`config.mk`:
```
export PLATFORM = sky130hd
export DESIGN_NAME = keyframe_stepper_rate_sequencer_core_flat
export DESIGN_NICKNAME = d
export VERILOG_FILES = /design/src/rtl/core/ksrs_pkg.sv /design/src/rtl/core/ksrs_cmd_if.sv /design/src/rtl/core/ksrs_stat_if.sv /design/src/rtl/core/keyframe_stepper_rate_sequencer_core.sv /design/src/flat_wrapper.sv
export SDC_FILE = /design/constraint.sdc
export NUM_CORES = 2
export LEC_CHECK = 0
export BUFFER_PORTS_ARGS = -buffer_cell sky130_fd_sc_hd__buf_4
export CORE_ASPECT_RATIO = 0.9
export CORE_MARGIN = 2
export CORE_UTILIZATION = 40
export CTS_CLUSTER_DIAMETER = 50
export DETAILED_ROUTE_END_ITERATION = 6
export GPL_ROUTABILITY_DRIVEN = 0
export SLEW_MARGIN = 25
export SYNTH_ARGS = -nofsm -noshare
export SYNTH_HDL_FRONTEND = slang
export SYNTH_SLANG_ARGS = --single-unit
```
`constraint.sdc`:
```
create_clock -name i_clk -period 15.41 [get_ports i_clk]
set_input_delay 3.082 -clock i_clk [delete_from_list [all_inputs] [get_ports i_clk]]
set_output_delay 3.082 -clock i_clk [all_outputs]
set_load 0.01 [all_outputs]
```
`src/rtl/core/ksrs_pkg.sv`:
```
// Types and constants shared by the keyframe rate sequencer and its channel interfaces.
package ksrs_pkg;

    localparam int CFG_IDX_W  = 1;
    localparam int CFG_DATA_W = 16;

    localparam logic [CFG_IDX_W-1:0] CFG_SECOND_DIVIDER = 1'b0;
    localparam logic [CFG_IDX_W-1:0] CFG_STEP_RATE      = 1'b1;

    localparam logic [2:0] CMD_WRITE_KEY   = 3'd0;
    localparam logic [2:0] CMD_SELECT_SLOT = 3'd1;
    localparam logic [2:0] CMD_START       = 3'd2;
    localparam logic [2:0] CMD_TICK        = 3'd3;
    localparam logic [2:0] CMD_STEP        = 3'd4;

    localparam logic [1:0] AXIS_DIST = 2'd0;
    localparam logic [1:0] AXIS_PAN  = 2'd1;
    localparam logic [1:0] AXIS_TILT = 2'd2;

    localparam logic [7:0]  DIVIDER_RESET = 8'd61;
    localparam logic [15:0] RATE_RESET    = 16'd15625;
    localparam logic [15:0] STOP_PERIOD   = 16'hFFFF;

    typedef struct packed {
        logic [2:0]  command;
        logic [3:0]  slot;
        logic [15:0] key_distance;
        logic [15:0] key_pan;
        logic [15:0] key_tilt;
        logic [15:0] key_time;
        logic [1:0]  axis;
    } t_cmd_item;

    typedef struct packed {
        logic        run_active;
        logic        segment_changed;
        logic [15:0] dist_period;
        logic [15:0] pan_period;
        logic [15:0] tilt_period;
        logic        dist_forward;
        logic        dist_enabled;
        logic [3:0]  active_key;
        logic [15:0] elapsed_seconds;
        logic [15:0] dist_position;
        logic [15:0] pan_position;
        logic [15:0] tilt_position;
    } t_stat_item;

    typedef struct packed {
        logic [15:0] distance;
        logic [15:0] pan;
        logic [15:0] tilt;
        logic [15:0] stamp;
    } t_keyframe;

endpackage

```
`src/rtl/core/ksrs_cmd_if.sv`:
```
// Command channel: valid/ready handshake carrying one command item.
interface ksrs_cmd_if;
    logic                valid;
    logic                ready;
    ksrs_pkg::t_cmd_item data;

    modport source (output valid, output data, input ready);
    modport sink (input valid, input data, output ready);
endinterface

```
`src/rtl/core/ksrs_stat_if.sv`:
```
// Status channel: valid/ready handshake carrying one status item.
interface ksrs_stat_if;
    logic                 valid;
    logic                 ready;
    ksrs_pkg::t_stat_item data;

    modport source (output valid, output data, input ready);
    modport sink (input valid, input data, output ready);
endinterface

```
`src/rtl/core/keyframe_stepper_rate_sequencer_core.sv`:
```
// Keyframe rate sequencer for three stepper axes (distance, pan, tilt).
//
// Usage: commands enter on i_cmd_if (valid/ready); every accepted command yields
// exactly one status transaction on o_stat_if. The block handles one command at
// a time: i_cmd_if.ready is high only while idle, and the status stays on
// o_stat_if until the receiver takes it; a stalled receiver holds the block.
// Registers are written through i_cfg_we / i_cfg_idx / i_cfg_wdata; the user must
// write them only while idle, which the block itself does not enforce.
// Steps from accept to status valid:
//   write key, select slot, step, plain tick, unused codes: straight to status
//   tick that ends a second without reaching the keyframe: read, check
//   start: read, then evaluate (and divide for) the distance axis only
//   tick that moves to the next keyframe: read, check, read, divide each axis
// The long cases run one restoring divider (one quotient bit per cycle) shared by
// all axes: distance / span, then rate / quotient. Idle follows the handshake.
// Reset (synchronous, active low) clears the keyframe table through per-entry
// valid bits, zeroes positions and timers, sets all directions forward and all
// periods to 15625, and restores the register defaults (61, 15625).
module keyframe_stepper_rate_sequencer_core #(
    parameter int KEY_DEPTH = 16
) (
    input  logic                                i_clk,
    input  logic                                i_rst_n,
    ksrs_cmd_if.sink                            i_cmd_if,
    ksrs_stat_if.source                         o_stat_if,
    input  logic                                i_cfg_we,
    input  logic [ksrs_pkg::CFG_IDX_W-1:0]      i_cfg_idx,
    input  logic [ksrs_pkg::CFG_DATA_W-1:0]     i_cfg_wdata
);

    // Only slots 0..15 are addressable by the write slot register.
    localparam int STORE_DEPTH = (KEY_DEPTH < 16) ? KEY_DEPTH : 16;
    localparam int AW          = $clog2(KEY_DEPTH);
    localparam int SW          = $clog2(STORE_DEPTH);

    localparam logic [2:0] S_IDLE  = 3'd0;
    localparam logic [2:0] S_RD    = 3'd1;
    localparam logic [2:0] S_EVAL  = 3'd2;
    localparam logic [2:0] S_DIV_Q = 3'd3;
    localparam logic [2:0] S_DIV_P = 3'd4;
    localparam logic [2:0] S_OUT   = 3'd5;

    localparam logic [1:0] MODE_CHECK = 2'd0;
    localparam logic [1:0] MODE_START = 2'd1;
    localparam logic [1:0] MODE_ADV   = 2'd2;

    logic [2:0]    r_state, n_state;
    logic [1:0]    r_mode;
    logic [1:0]    r_axis;
    logic [7:0]    r_second_div;
    logic [15:0]   r_rate;
    logic [3:0]    r_write_slot;
    logic [AW-1:0] r_active;
    logic          r_started;
    logic [7:0]    r_tick;
    logic [15:0]   r_seconds;
    logic [15:0]   r_pos    [3];
    logic          r_dir    [3];
    logic [15:0]   r_period [3];
    logic          r_dist_run;
    logic          r_changed;
    logic          r_valid  [STORE_DEPTH];

    ksrs_pkg::t_keyframe r_mem [STORE_DEPTH];
    ksrs_pkg::t_keyframe r_kf;
    logic                r_kf_ok;

    logic [15:0] r_rem;
    logic [15:0] r_quo;
    logic [15:0] r_den;
    logic [3:0]  r_cnt;

    logic                w_accept;
    ksrs_pkg::t_cmd_item w_cmd;
    logic                w_slot_ok;
    logic [SW-1:0]       w_rd_addr;
    logic                w_rd_ok;
    ksrs_pkg::t_keyframe w_kf;
    logic [AW-1:0]       w_active_nx;
    logic                w_due;
    logic [16:0]         w_span;
    logic                w_span_ok;
    logic [15:0]         w_tgt;
    logic [15:0]         w_pos;
    logic [15:0]         w_delta;
    logic [16:0]         w_shift;
    logic                w_ge;
    logic [15:0]         w_rem_nx;
    logic [15:0]         w_quo_nx;
    logic                w_last;
    logic                w_fin;
    logic [15:0]         w_fin_period;
    logic [AW+3:0]       w_active_ext;

    assign w_cmd    = i_cmd_if.data;
    assign w_accept = i_cmd_if.valid && i_cmd_if.ready;
    assign i_cmd_if.ready = (r_state == S_IDLE);

    assign w_slot_ok = ({1'b0, r_write_slot} < 5'(STORE_DEPTH));
    assign w_rd_addr = r_active[SW-1:0];
    assign w_rd_ok   = ({1'b0, r_active} < (AW+1)'(STORE_DEPTH)) && r_valid[w_rd_addr];
    assign w_kf      = r_kf_ok ? r_kf : '0;

    assign w_active_nx = (r_active == AW'(KEY_DEPTH - 1)) ? '0 : r_active + 1'b1;
    assign w_due       = (r_seconds >= w_kf.stamp);

    // signed span = stamp - seconds; nonpositive stops the axis
    assign w_span    = {1'b0, w_kf.stamp} - {1'b0, r_seconds};
    assign w_span_ok = !w_span[16] && (w_span[15:0] != 16'd0);

    always_comb begin
        case (r_axis)
            ksrs_pkg::AXIS_DIST: begin
                w_tgt = w_kf.distance;
                w_pos = r_pos[0];
            end
            ksrs_pkg::AXIS_PAN: begin
                w_tgt = w_kf.pan;
                w_pos = r_pos[1];
            end
            default: begin
                w_tgt = w_kf.tilt;
                w_pos = r_pos[2];
            end
        endcase
    end

    assign w_delta = (w_tgt >= w_pos) ? (w_tgt - w_pos) : (w_pos - w_tgt);

    // restoring divider step: one quotient bit per cycle
    assign w_shift  = {r_rem, r_quo[15]};
    assign w_ge     = (w_shift >= {1'b0, r_den});
    assign w_rem_nx = w_ge ? 16'(w_shift - {1'b0, r_den}) : w_shift[15:0];
    assign w_quo_nx = {r_quo[14:0], w_ge};

    assign w_last = (r_mode == MODE_START) || (r_axis == ksrs_pkg::AXIS_TILT);

    always_comb begin
        w_fin        = 1'b0;
        w_fin_period = ksrs_pkg::STOP_PERIOD;
        case (r_state)
            S_EVAL: begin
                if (r_mode != MODE_CHECK && !w_span_ok) begin
                    w_fin = 1'b1;
                end
            end
            S_DIV_Q: begin
                if (r_cnt == 4'd0 && w_quo_nx == 16'd0) begin
                    w_fin = 1'b1;
                end
            end
            S_DIV_P: begin
                if (r_cnt == 4'd0) begin
                    w_fin        = 1'b1;
                    w_fin_period = w_quo_nx;
                end
            end
            default: ;
        endcase
    end

    always_comb begin
        n_state = r_state;
        case (r_state)
            S_IDLE: begin
                if (w_accept) begin
                    case (w_cmd.command)
                        ksrs_pkg::CMD_START: n_state = S_RD;
                        ksrs_pkg::CMD_TICK: begin
                            if (r_tick == r_second_div && r_started) begin
                                n_state = S_RD;
                            end else begin
                                n_state = S_OUT;
                            end
                        end
                        default: n_state = S_OUT;
                    endcase
                end
            end
            S_RD: n_state = S_EVAL;
            S_EVAL: begin
                if (r_mode == MODE_CHECK) begin
                    n_state = w_due ? S_RD : S_OUT;
                end else if (!w_span_ok) begin
                    n_state = w_last ? S_OUT : S_EVAL;
                end else begin
                    n_state = S_DIV_Q;
                end
            end
            S_DIV_Q: begin
                if (r_cnt == 4'd0) begin
                    if (w_quo_nx == 16'd0) begin
                        n_state = w_last ? S_OUT : S_EVAL;
                    end else begin
                        n_state = S_DIV_P;
                    end
                end
            end
            S_DIV_P: begin
                if (r_cnt == 4'd0) begin
                    n_state = w_last ? S_OUT : S_EVAL;
                end
            end
            S_OUT: begin
                if (o_stat_if.ready) begin
                    n_state = S_IDLE;
                end
            end
            default: n_state = S_IDLE;
        endcase
    end

    always_ff @(posedge i_clk) begin
        if (!i_rst_n) begin
            r_state      <= S_IDLE;
            r_mode       <= MODE_CHECK;
            r_axis       <= ksrs_pkg::AXIS_DIST;
            r_second_div <= ksrs_pkg::DIVIDER_RESET;
            r_rate       <= ksrs_pkg::RATE_RESET;
            r_write_slot <= '0;
            r_active     <= '0;
            r_started    <= 1'b0;
            r_tick       <= '0;
            r_seconds    <= '0;
            r_dist_run   <= 1'b0;
            r_changed    <= 1'b0;
            for (int i = 0; i < 3; i++) begin
                r_pos[i]    <= '0;
                r_dir[i]    <= 1'b1;
                r_period[i] <= ksrs_pkg::RATE_RESET;
            end
            for (int i = 0; i < STORE_DEPTH; i++) begin
                r_valid[i] <= 1'b0;
            end
        end else begin
            r_state <= n_state;

            if (i_cfg_we) begin
                case (i_cfg_idx)
                    ksrs_pkg::CFG_SECOND_DIVIDER: r_second_div <= i_cfg_wdata[7:0];
                    ksrs_pkg::CFG_STEP_RATE:      r_rate       <= i_cfg_wdata;
                    default: ;
                endcase
            end

            case (r_state)
                S_IDLE: begin
                    if (w_accept) begin
                        r_changed <= 1'b0;
                        case (w_cmd.command)
                            ksrs_pkg::CMD_WRITE_KEY: begin
                                if (w_slot_ok) begin
                                    r_valid[r_write_slot[SW-1:0]] <= 1'b1;
                                end
                            end
                            ksrs_pkg::CMD_SELECT_SLOT: r_write_slot <= w_cmd.slot;
                            ksrs_pkg::CMD_START: begin
                                r_started <= 1'b1;
                                r_mode    <= MODE_START;
                                r_axis    <= ksrs_pkg::AXIS_DIST;
                            end
                            ksrs_pkg::CMD_TICK: begin
                                r_mode <= MODE_CHECK;
                                if (r_tick != r_second_div) begin
                                    r_tick <= r_tick + 8'd1;
                                end else begin
                                    r_tick <= '0;
                                    if (r_started) begin
                                        r_seconds <= r_seconds + 16'd1;
                                    end
                                end
                            end
                            ksrs_pkg::CMD_STEP: begin
                                case (w_cmd.axis)
                                    ksrs_pkg::AXIS_DIST: begin
                                        if (r_dist_run) begin
                                            r_pos[0] <= r_dir[0] ? r_pos[0] + 16'd1
                                                                 : r_pos[0] - 16'd1;
                                        end
                                    end
                                    ksrs_pkg::AXIS_PAN: begin
                                        r_pos[1] <= r_dir[1] ? r_pos[1] + 16'd1
                                                             : r_pos[1] - 16'd1;
                                    end
                                    ksrs_pkg::AXIS_TILT: begin
                                        r_pos[2] <= r_dir[2] ? r_pos[2] + 16'd1
                                                             : r_pos[2] - 16'd1;
                                    end
                                    default: ;
                                endcase
                            end
                            default: ;
                        endcase
                    end
                end
                S_EVAL: begin
                    if (r_mode == MODE_CHECK && w_due) begin
                        r_active  <= w_active_nx;
                        r_changed <= 1'b1;
                        r_mode    <= MODE_ADV;
                        r_axis    <= ksrs_pkg::AXIS_DIST;
                    end
                end
                default: ;
            endcase

            if (w_fin) begin
                r_period[r_axis] <= w_fin_period;
                if (r_mode == MODE_ADV && w_fin_period != ksrs_pkg::STOP_PERIOD) begin
                    r_dir[r_axis] <= !(w_tgt < w_pos);
                end
                if (r_axis == ksrs_pkg::AXIS_DIST) begin
                    r_dist_run <= (w_fin_period != ksrs_pkg::STOP_PERIOD);
                end
                if (!w_last) begin
                    r_axis <= r_axis + 2'd1;
                end
            end
        end
    end

    // keyframe table
    always_ff @(posedge i_clk) begin
        if (w_accept && w_cmd.command == ksrs_pkg::CMD_WRITE_KEY && w_slot_ok) begin
            r_mem[r_write_slot[SW-1:0]] <= '{distance: w_cmd.key_distance,
                                              pan:      w_cmd.key_pan,
                                              tilt:     w_cmd.key_tilt,
                                              stamp:    w_cmd.key_time};
        end
        if (r_state == S_RD) begin
            r_kf    <= r_mem[w_rd_addr];
            r_kf_ok <= w_rd_ok;
        end
    end

    // shared divider datapath: distance / span, then rate / quotient
    always_ff @(posedge i_clk) begin
        case (r_state)
            S_EVAL: begin
                r_rem <= '0;
                r_quo <= w_delta;
                r_den <= w_span[15:0];
                r_cnt <= 4'd15;
            end
            S_DIV_Q: begin
                if (r_cnt != 4'd0) begin
                    r_rem <= w_rem_nx;
                    r_quo <= w_quo_nx;
                    r_cnt <= r_cnt - 4'd1;
                end else begin
                    r_rem <= '0;
                    r_quo <= r_rate;
                    r_den <= w_quo_nx;
                    r_cnt <= 4'd15;
                end
            end
            S_DIV_P: begin
                r_rem <= w_rem_nx;
                r_quo <= w_quo_nx;
                r_cnt <= r_cnt - 4'd1;
            end
            default: ;
        endcase
    end

    assign w_active_ext = {4'b0, r_active};

    assign o_stat_if.valid                = (r_state == S_OUT);
    assign o_stat_if.data.run_active      = r_started;
    assign o_stat_if.data.segment_changed = r_changed;
    assign o_stat_if.data.dist_period     = r_period[0];
    assign o_stat_if.data.pan_period      = r_period[1];
    assign o_stat_if.data.tilt_period     = r_period[2];
    assign o_stat_if.data.dist_forward    = r_dir[0];
    assign o_stat_if.data.dist_enabled    = r_dist_run;
    assign o_stat_if.data.active_key      = w_active_ext[3:0];
    assign o_stat_if.data.elapsed_seconds = r_seconds;
    assign o_stat_if.data.dist_position   = r_pos[0];
    assign o_stat_if.data.pan_position    = r_pos[1];
    assign o_stat_if.data.tilt_position   = r_pos[2];

    a_busy_while_status: assert property (@(posedge i_clk) disable iff (!i_rst_n)
        o_stat_if.valid |-> !i_cmd_if.ready)
        else $error("command taken while status pending");

    a_run_matches_period: assert property (@(posedge i_clk) disable iff (!i_rst_n)
        r_dist_run |-> (r_period[0] != ksrs_pkg::STOP_PERIOD))
        else $error("distance axis running with stop period");

    a_active_in_range: assert property (@(posedge i_clk) disable iff (!i_rst_n)
        {1'b0, r_active} < (AW+1)'(KEY_DEPTH))
        else $error("active keyframe index out of range");

    a_rate_divisor_nonzero: assert property (@(posedge i_clk) disable iff (!i_rst_n)
        (r_state == S_DIV_P || r_state == S_DIV_Q) |-> (r_den != 16'd0))
        else $error("divider running with zero divisor");

    a_change_needs_run: assert property (@(posedge i_clk) disable iff (!i_rst_n)
        (o_stat_if.valid && r_changed) |-> r_started)
        else $error("segment change reported before start");

endmodule
```
`src/flat_wrapper.sv`:
```
// flat-port wrapper written by rule: the top's interface ports become plain ports
module keyframe_stepper_rate_sequencer_core_flat 
#(
    parameter int KEY_DEPTH = 16
)
  (i_clk, i_rst_n, i_cfg_we, i_cfg_idx, i_cfg_wdata, i_cmd_if_valid, i_cmd_if_data, i_cmd_if_ready, o_stat_if_valid, o_stat_if_data, o_stat_if_ready);
  ksrs_cmd_if i_cmd_if_i ();
  ksrs_stat_if o_stat_if_i ();
  input  logic i_clk;
  input  logic i_rst_n;
  input  logic i_cfg_we;
  input  logic [ksrs_pkg::CFG_IDX_W-1:0] i_cfg_idx;
  input  logic [ksrs_pkg::CFG_DATA_W-1:0] i_cfg_wdata;
  input wire logic [$bits(i_cmd_if_i.valid)-1:0] i_cmd_if_valid;
  input wire logic [$bits(i_cmd_if_i.data)-1:0] i_cmd_if_data;
  output wire logic [$bits(i_cmd_if_i.ready)-1:0] i_cmd_if_ready;
  output wire logic [$bits(o_stat_if_i.valid)-1:0] o_stat_if_valid;
  output wire logic [$bits(o_stat_if_i.data)-1:0] o_stat_if_data;
  input wire logic [$bits(o_stat_if_i.ready)-1:0] o_stat_if_ready;
  assign i_cmd_if_i.valid = i_cmd_if_valid;
  assign i_cmd_if_i.data = i_cmd_if_data;
  assign i_cmd_if_ready = i_cmd_if_i.ready;
  assign o_stat_if_valid = o_stat_if_i.valid;
  assign o_stat_if_data = o_stat_if_i.data;
  assign o_stat_if_i.ready = o_stat_if_ready;
  keyframe_stepper_rate_sequencer_core #(.KEY_DEPTH(KEY_DEPTH)) u_core (.i_clk(i_clk), .i_rst_n(i_rst_n), .i_cmd_if(i_cmd_if_i), .o_stat_if(o_stat_if_i), .i_cfg_we(i_cfg_we), .i_cfg_idx(i_cfg_idx), .i_cfg_wdata(i_cfg_wdata));
endmodule
```
==> flow_metrics.py <==
metrics = {
    "outcome": {
        "status": "finished, final reports clean",
    },
    "detailed_routing": {
        "detail-route-antenna-nets": 0,
        "viasPerCell": 5.52,
        "drt_wl_total_mm": 134,
        "drtIter0Drc": 3109,
        "vias": 30000,
        "wl_per_cell_um": 24.7,
        "drt_pass1_iterations": 6,
        "remaining_drc_errors": 0,
    },
    "place": {
        "place_area_mm2": 0.0595,
        "dp.cells": 5159,
        "place.port_buffers": 216,
        "dp_hpwl_mm": 87.0,
    },
    "worst_setup_path": {
        "cp_top_family": "simple AND/OR/NAND/NOR gates",
        "critical_path_required_ps": 15790,
        "startpoint_type": "input port",
        "crit_slowest_cell": "buf_4",
        "crit_arrival_ps": 6260,
        "path_max_fanout": 50,
        "path_class": "input port to register",
        "r2r-end": "u_core.r_quo[14]",
        "critPathLaunch": "i_cmd_if_valid",
        "reg2reg_from": "u_core.r_axis[1]",
        "r2r_setup_slack_ps": 9670,
        "worst-path-buf-inv": 2,
        "critPathMostFrequentCell": "buf_4",
        "cp-end-kind": "register",
        "worstPathCellList": "buf_4 > nand2_1 > or2_2 > nor3_2 > or3b_2 > nor2_4 > buf_4",
        "reg2regPathDepth": 19,
        "critPathMaxStageDelay_ps": 810,
    },
    "logic_synthesis": {
        "yosysWarningCount": 0,
        "synthTopCellsByArea": "edfxtp_1 (67%), mux4_2 (13%), dfxtp_1 (3.0%), ha_1 (2.5%), nand2_1 (1.6%)",
        "synth_edf_count": 1240,
        "synth_mux_area_share_pct": 13.5,
        "dominantRegCellSynth": "edfxtp_1",
        "synth-compound-area-share_pct": 4.75,
        "ys_ff_latch": 1322,
        "synthesis.nets": 3421,
        "synth-adder-area-share_pct": 2.77,
        "synth_top_family_by_area": "multiplexers",
        "syn_inst": 3207,
        "yosysSeqAreaShare_pct": 69.9,
        "synth-async-reset-ratio_pct": 0,
        "synth-xor-area-share_pct": 1.65,
        "synthesis.area_mm2": 0.0556,
        "yosys.cell_types.count": 73,
        "synth_top_cells_by_count": "edfxtp_1 (1240), mux4_2 (325), nand2_1 (234)",
        "synthSimpleGateAreaFrac_pct": 5.69,
        "synth_most_common_cell": "edfxtp_1",
        "avgSynthCellArea_um2": 17.3,
        "yosysTopAreaCell": "edfxtp_1",
        "yosysTopAreaCellShare_pct": 66.9,
    },
    "cts": {
        "cts_root_buffer": "clkbuf_16",
        "cts_hold_buf": 0,
        "cts_buffer_depth": 3,
        "cts_resized": 0,
        "numCtsBuffers": 147,
        "tritoncts": "yes",
        "clock_sinks": 1322,
        "path_clk_slew_ps": 50,
        "cts_max_level": 4,
        "postCtsSetupRepairBufs": 0,
        "worstSkewPairLatency_ps": 770,
    },
    "sta": {
        "grt_setup_unrepaired": "no",
        "finClkSkew_ps": 50.1,
        "slew_viol_final": 0,
        "finalSetupViolations": 0,
        "layout_min_cycle_time_ps": 5880,
        "tightest_slew_ps": 1150,
        "slew-limit-headroom_pct": 23.4,
        "final.setup.tns_ps": 0,
        "period_share_pct": 38.2,
        "max_freq_ghz": 0.170,
        "hold_viol_final": 0,
    },
    "layout": {
        "finalNetCount": 3689,
        "stdcell_area_mm2": 0.0644,
        "fillers": 11600,
        "fin_cells": 5428,
        "utilization_pct": 46.8,
        "drive_above_1_share_pct": 24.0,
        "multiInputGateArea_mm2": 0.0159,
        "area_growth_pct": 15.8,
        "seq_area_mm2": 0.0389,
    },
    "global_route": {
        "antenna_found_initial": 10,
        "grt_max_degree": 143,
        "first_global_vias": 29000,
        "grt_pass1_wl_mm": 197,
        "grt_overflow": 0,
        "grt_usage_pct": 18.8,
    },
    "floorplanning": {
        "fp.dieW_um": 397,
        "start_util_pct": 40.4,
        "die_h_um": 358,
        "ios": 217,
        "num_rows": 129,
        "die_area_mm2": 0.142,
        "fp.coreArea_mm2": 0.138,
    },
    "pwr": {
        "power_leakage_nw": 21.3,
        "total_power_mw": 8.99,
        "max-vdd-ir-drop_v": 0.000116,
        "powerDensity_mw_per_mm2": 140,
    },
    "flow_run": {
        "max_cap_violations": 0,
    },
    "worst_hold_path": {
        "hp-class": "register to register",
        "hp-start": "u_core.r_valid[14]",
        "whs_path_depth": 1,
        "min_to": "u_core.r_valid[14]",
    },
}
==> registers in the layout, indices dropped and copies added (netlist names), 3 cells and up <==
signal	cells
u_core.r_tick	8
u_core.r_rem	16
u_core.r_mem	1024
u_core.r_rate	16
u_core.r_write_slot	4
u_core.r_cnt	4
u_core.r_quo	16
u_core.r_state	3
u_core.r_den	16
u_core.r_pos	48
u_core.r_kf	64
u_core.r_period	48
u_core.r_valid	16
u_core.r_dir	3
u_core.r_seconds	16
u_core.r_active	4
u_core.r_second_div	8
==> where the power goes <==
| part | total, mW | switching [mW] | internal (mW) |
|---|---|---|---|
| Sequential | 4.26 | 0.143 | 4.11 |
| Combinational | 1.27 | 0.756 | 0.517 |
| Clock | 3.46 | 1.44 | 2.03 |
| Total | 8.99 | 2.34 | 6.66 |
==> placed cells by master, fill, tap and decap left out, types with 29 or more instances in the layout <==
master,instances
ha_1,110
nor2_1,151
mux4_2,325
nand2b_1,33
buf_4,257
xnor2_1,74
o21ai_0,74
a21o_1,29
inv_1,104
a21oi_1,88
nand3_1,49
clkbuf_16,148
edfxtp_1,1240
dfxtp_1,78
xor2_1,31
clkinv_1,29
and2_1,54
a22oi_1,47
nand2_1,234
==> kinds of logic (layout without fill, tap and decap cells) <==
| family | Yosys count | in the layout |
|---|---|---|
| other | 0 | 1 |
| XOR/XNOR | 105 | 105 |
| adder cells (fa/ha/maj) | 119 | 119 |
| buffers and inverters | 251 | 637 |
| AO/OA/AOI/OAI | 395 | 395 |
| AND/OR/NAND/NOR | 671 | 671 |
| flip-flops | 1322 | 1322 |
| multiplexers | 344 | 344 |
==> per-layer routing <==
metal / track usage, % / part of all wire [%]
met1: 29.0 / 46
met2: 27.9 / 45
met3: 3.28 / 6.9
met4: 4.64 / 1.9
met5: 0 / 0.020
==> layout make-up <==
type	instances	area share (%)
multi-input cells	1634	24.7
repair buffers	265	3.20
diodes	1	0.00388
flip-flops and latches	1322	60.4
inverters	105	0.612
well taps	1834	3.56
clock inverters	94	1.61
clock buffers	173	5.91
==> worst max path at each step <==
stage | to | slack, ps | depth (start not counted)
global route | u_core.r_quo[14] | 9170 | 19
CTS | u_core.r_mem[4][22] | 9560 | 7
global placement | u_core.r_mem[13][15] | 8300 | 7
floorplan | u_core.r_mem[0][0] | 6180 | 5
detailed placement | u_core.r_mem[4][32] | 8730 | 7
finish | u_core.r_mem[4][22] | 9530 | 7
==> through the flow <==
step	worst slack, ps	hold slack, ps
2_1_floorplan	6180	435
4_1_cts	9560	462
3_5_place_dp	8730	448
6_report	9530	461
3_3_place_gp	8300	443
5_1_grt	9170	472
Note: power is estimated with default switching activity, not from simulation.
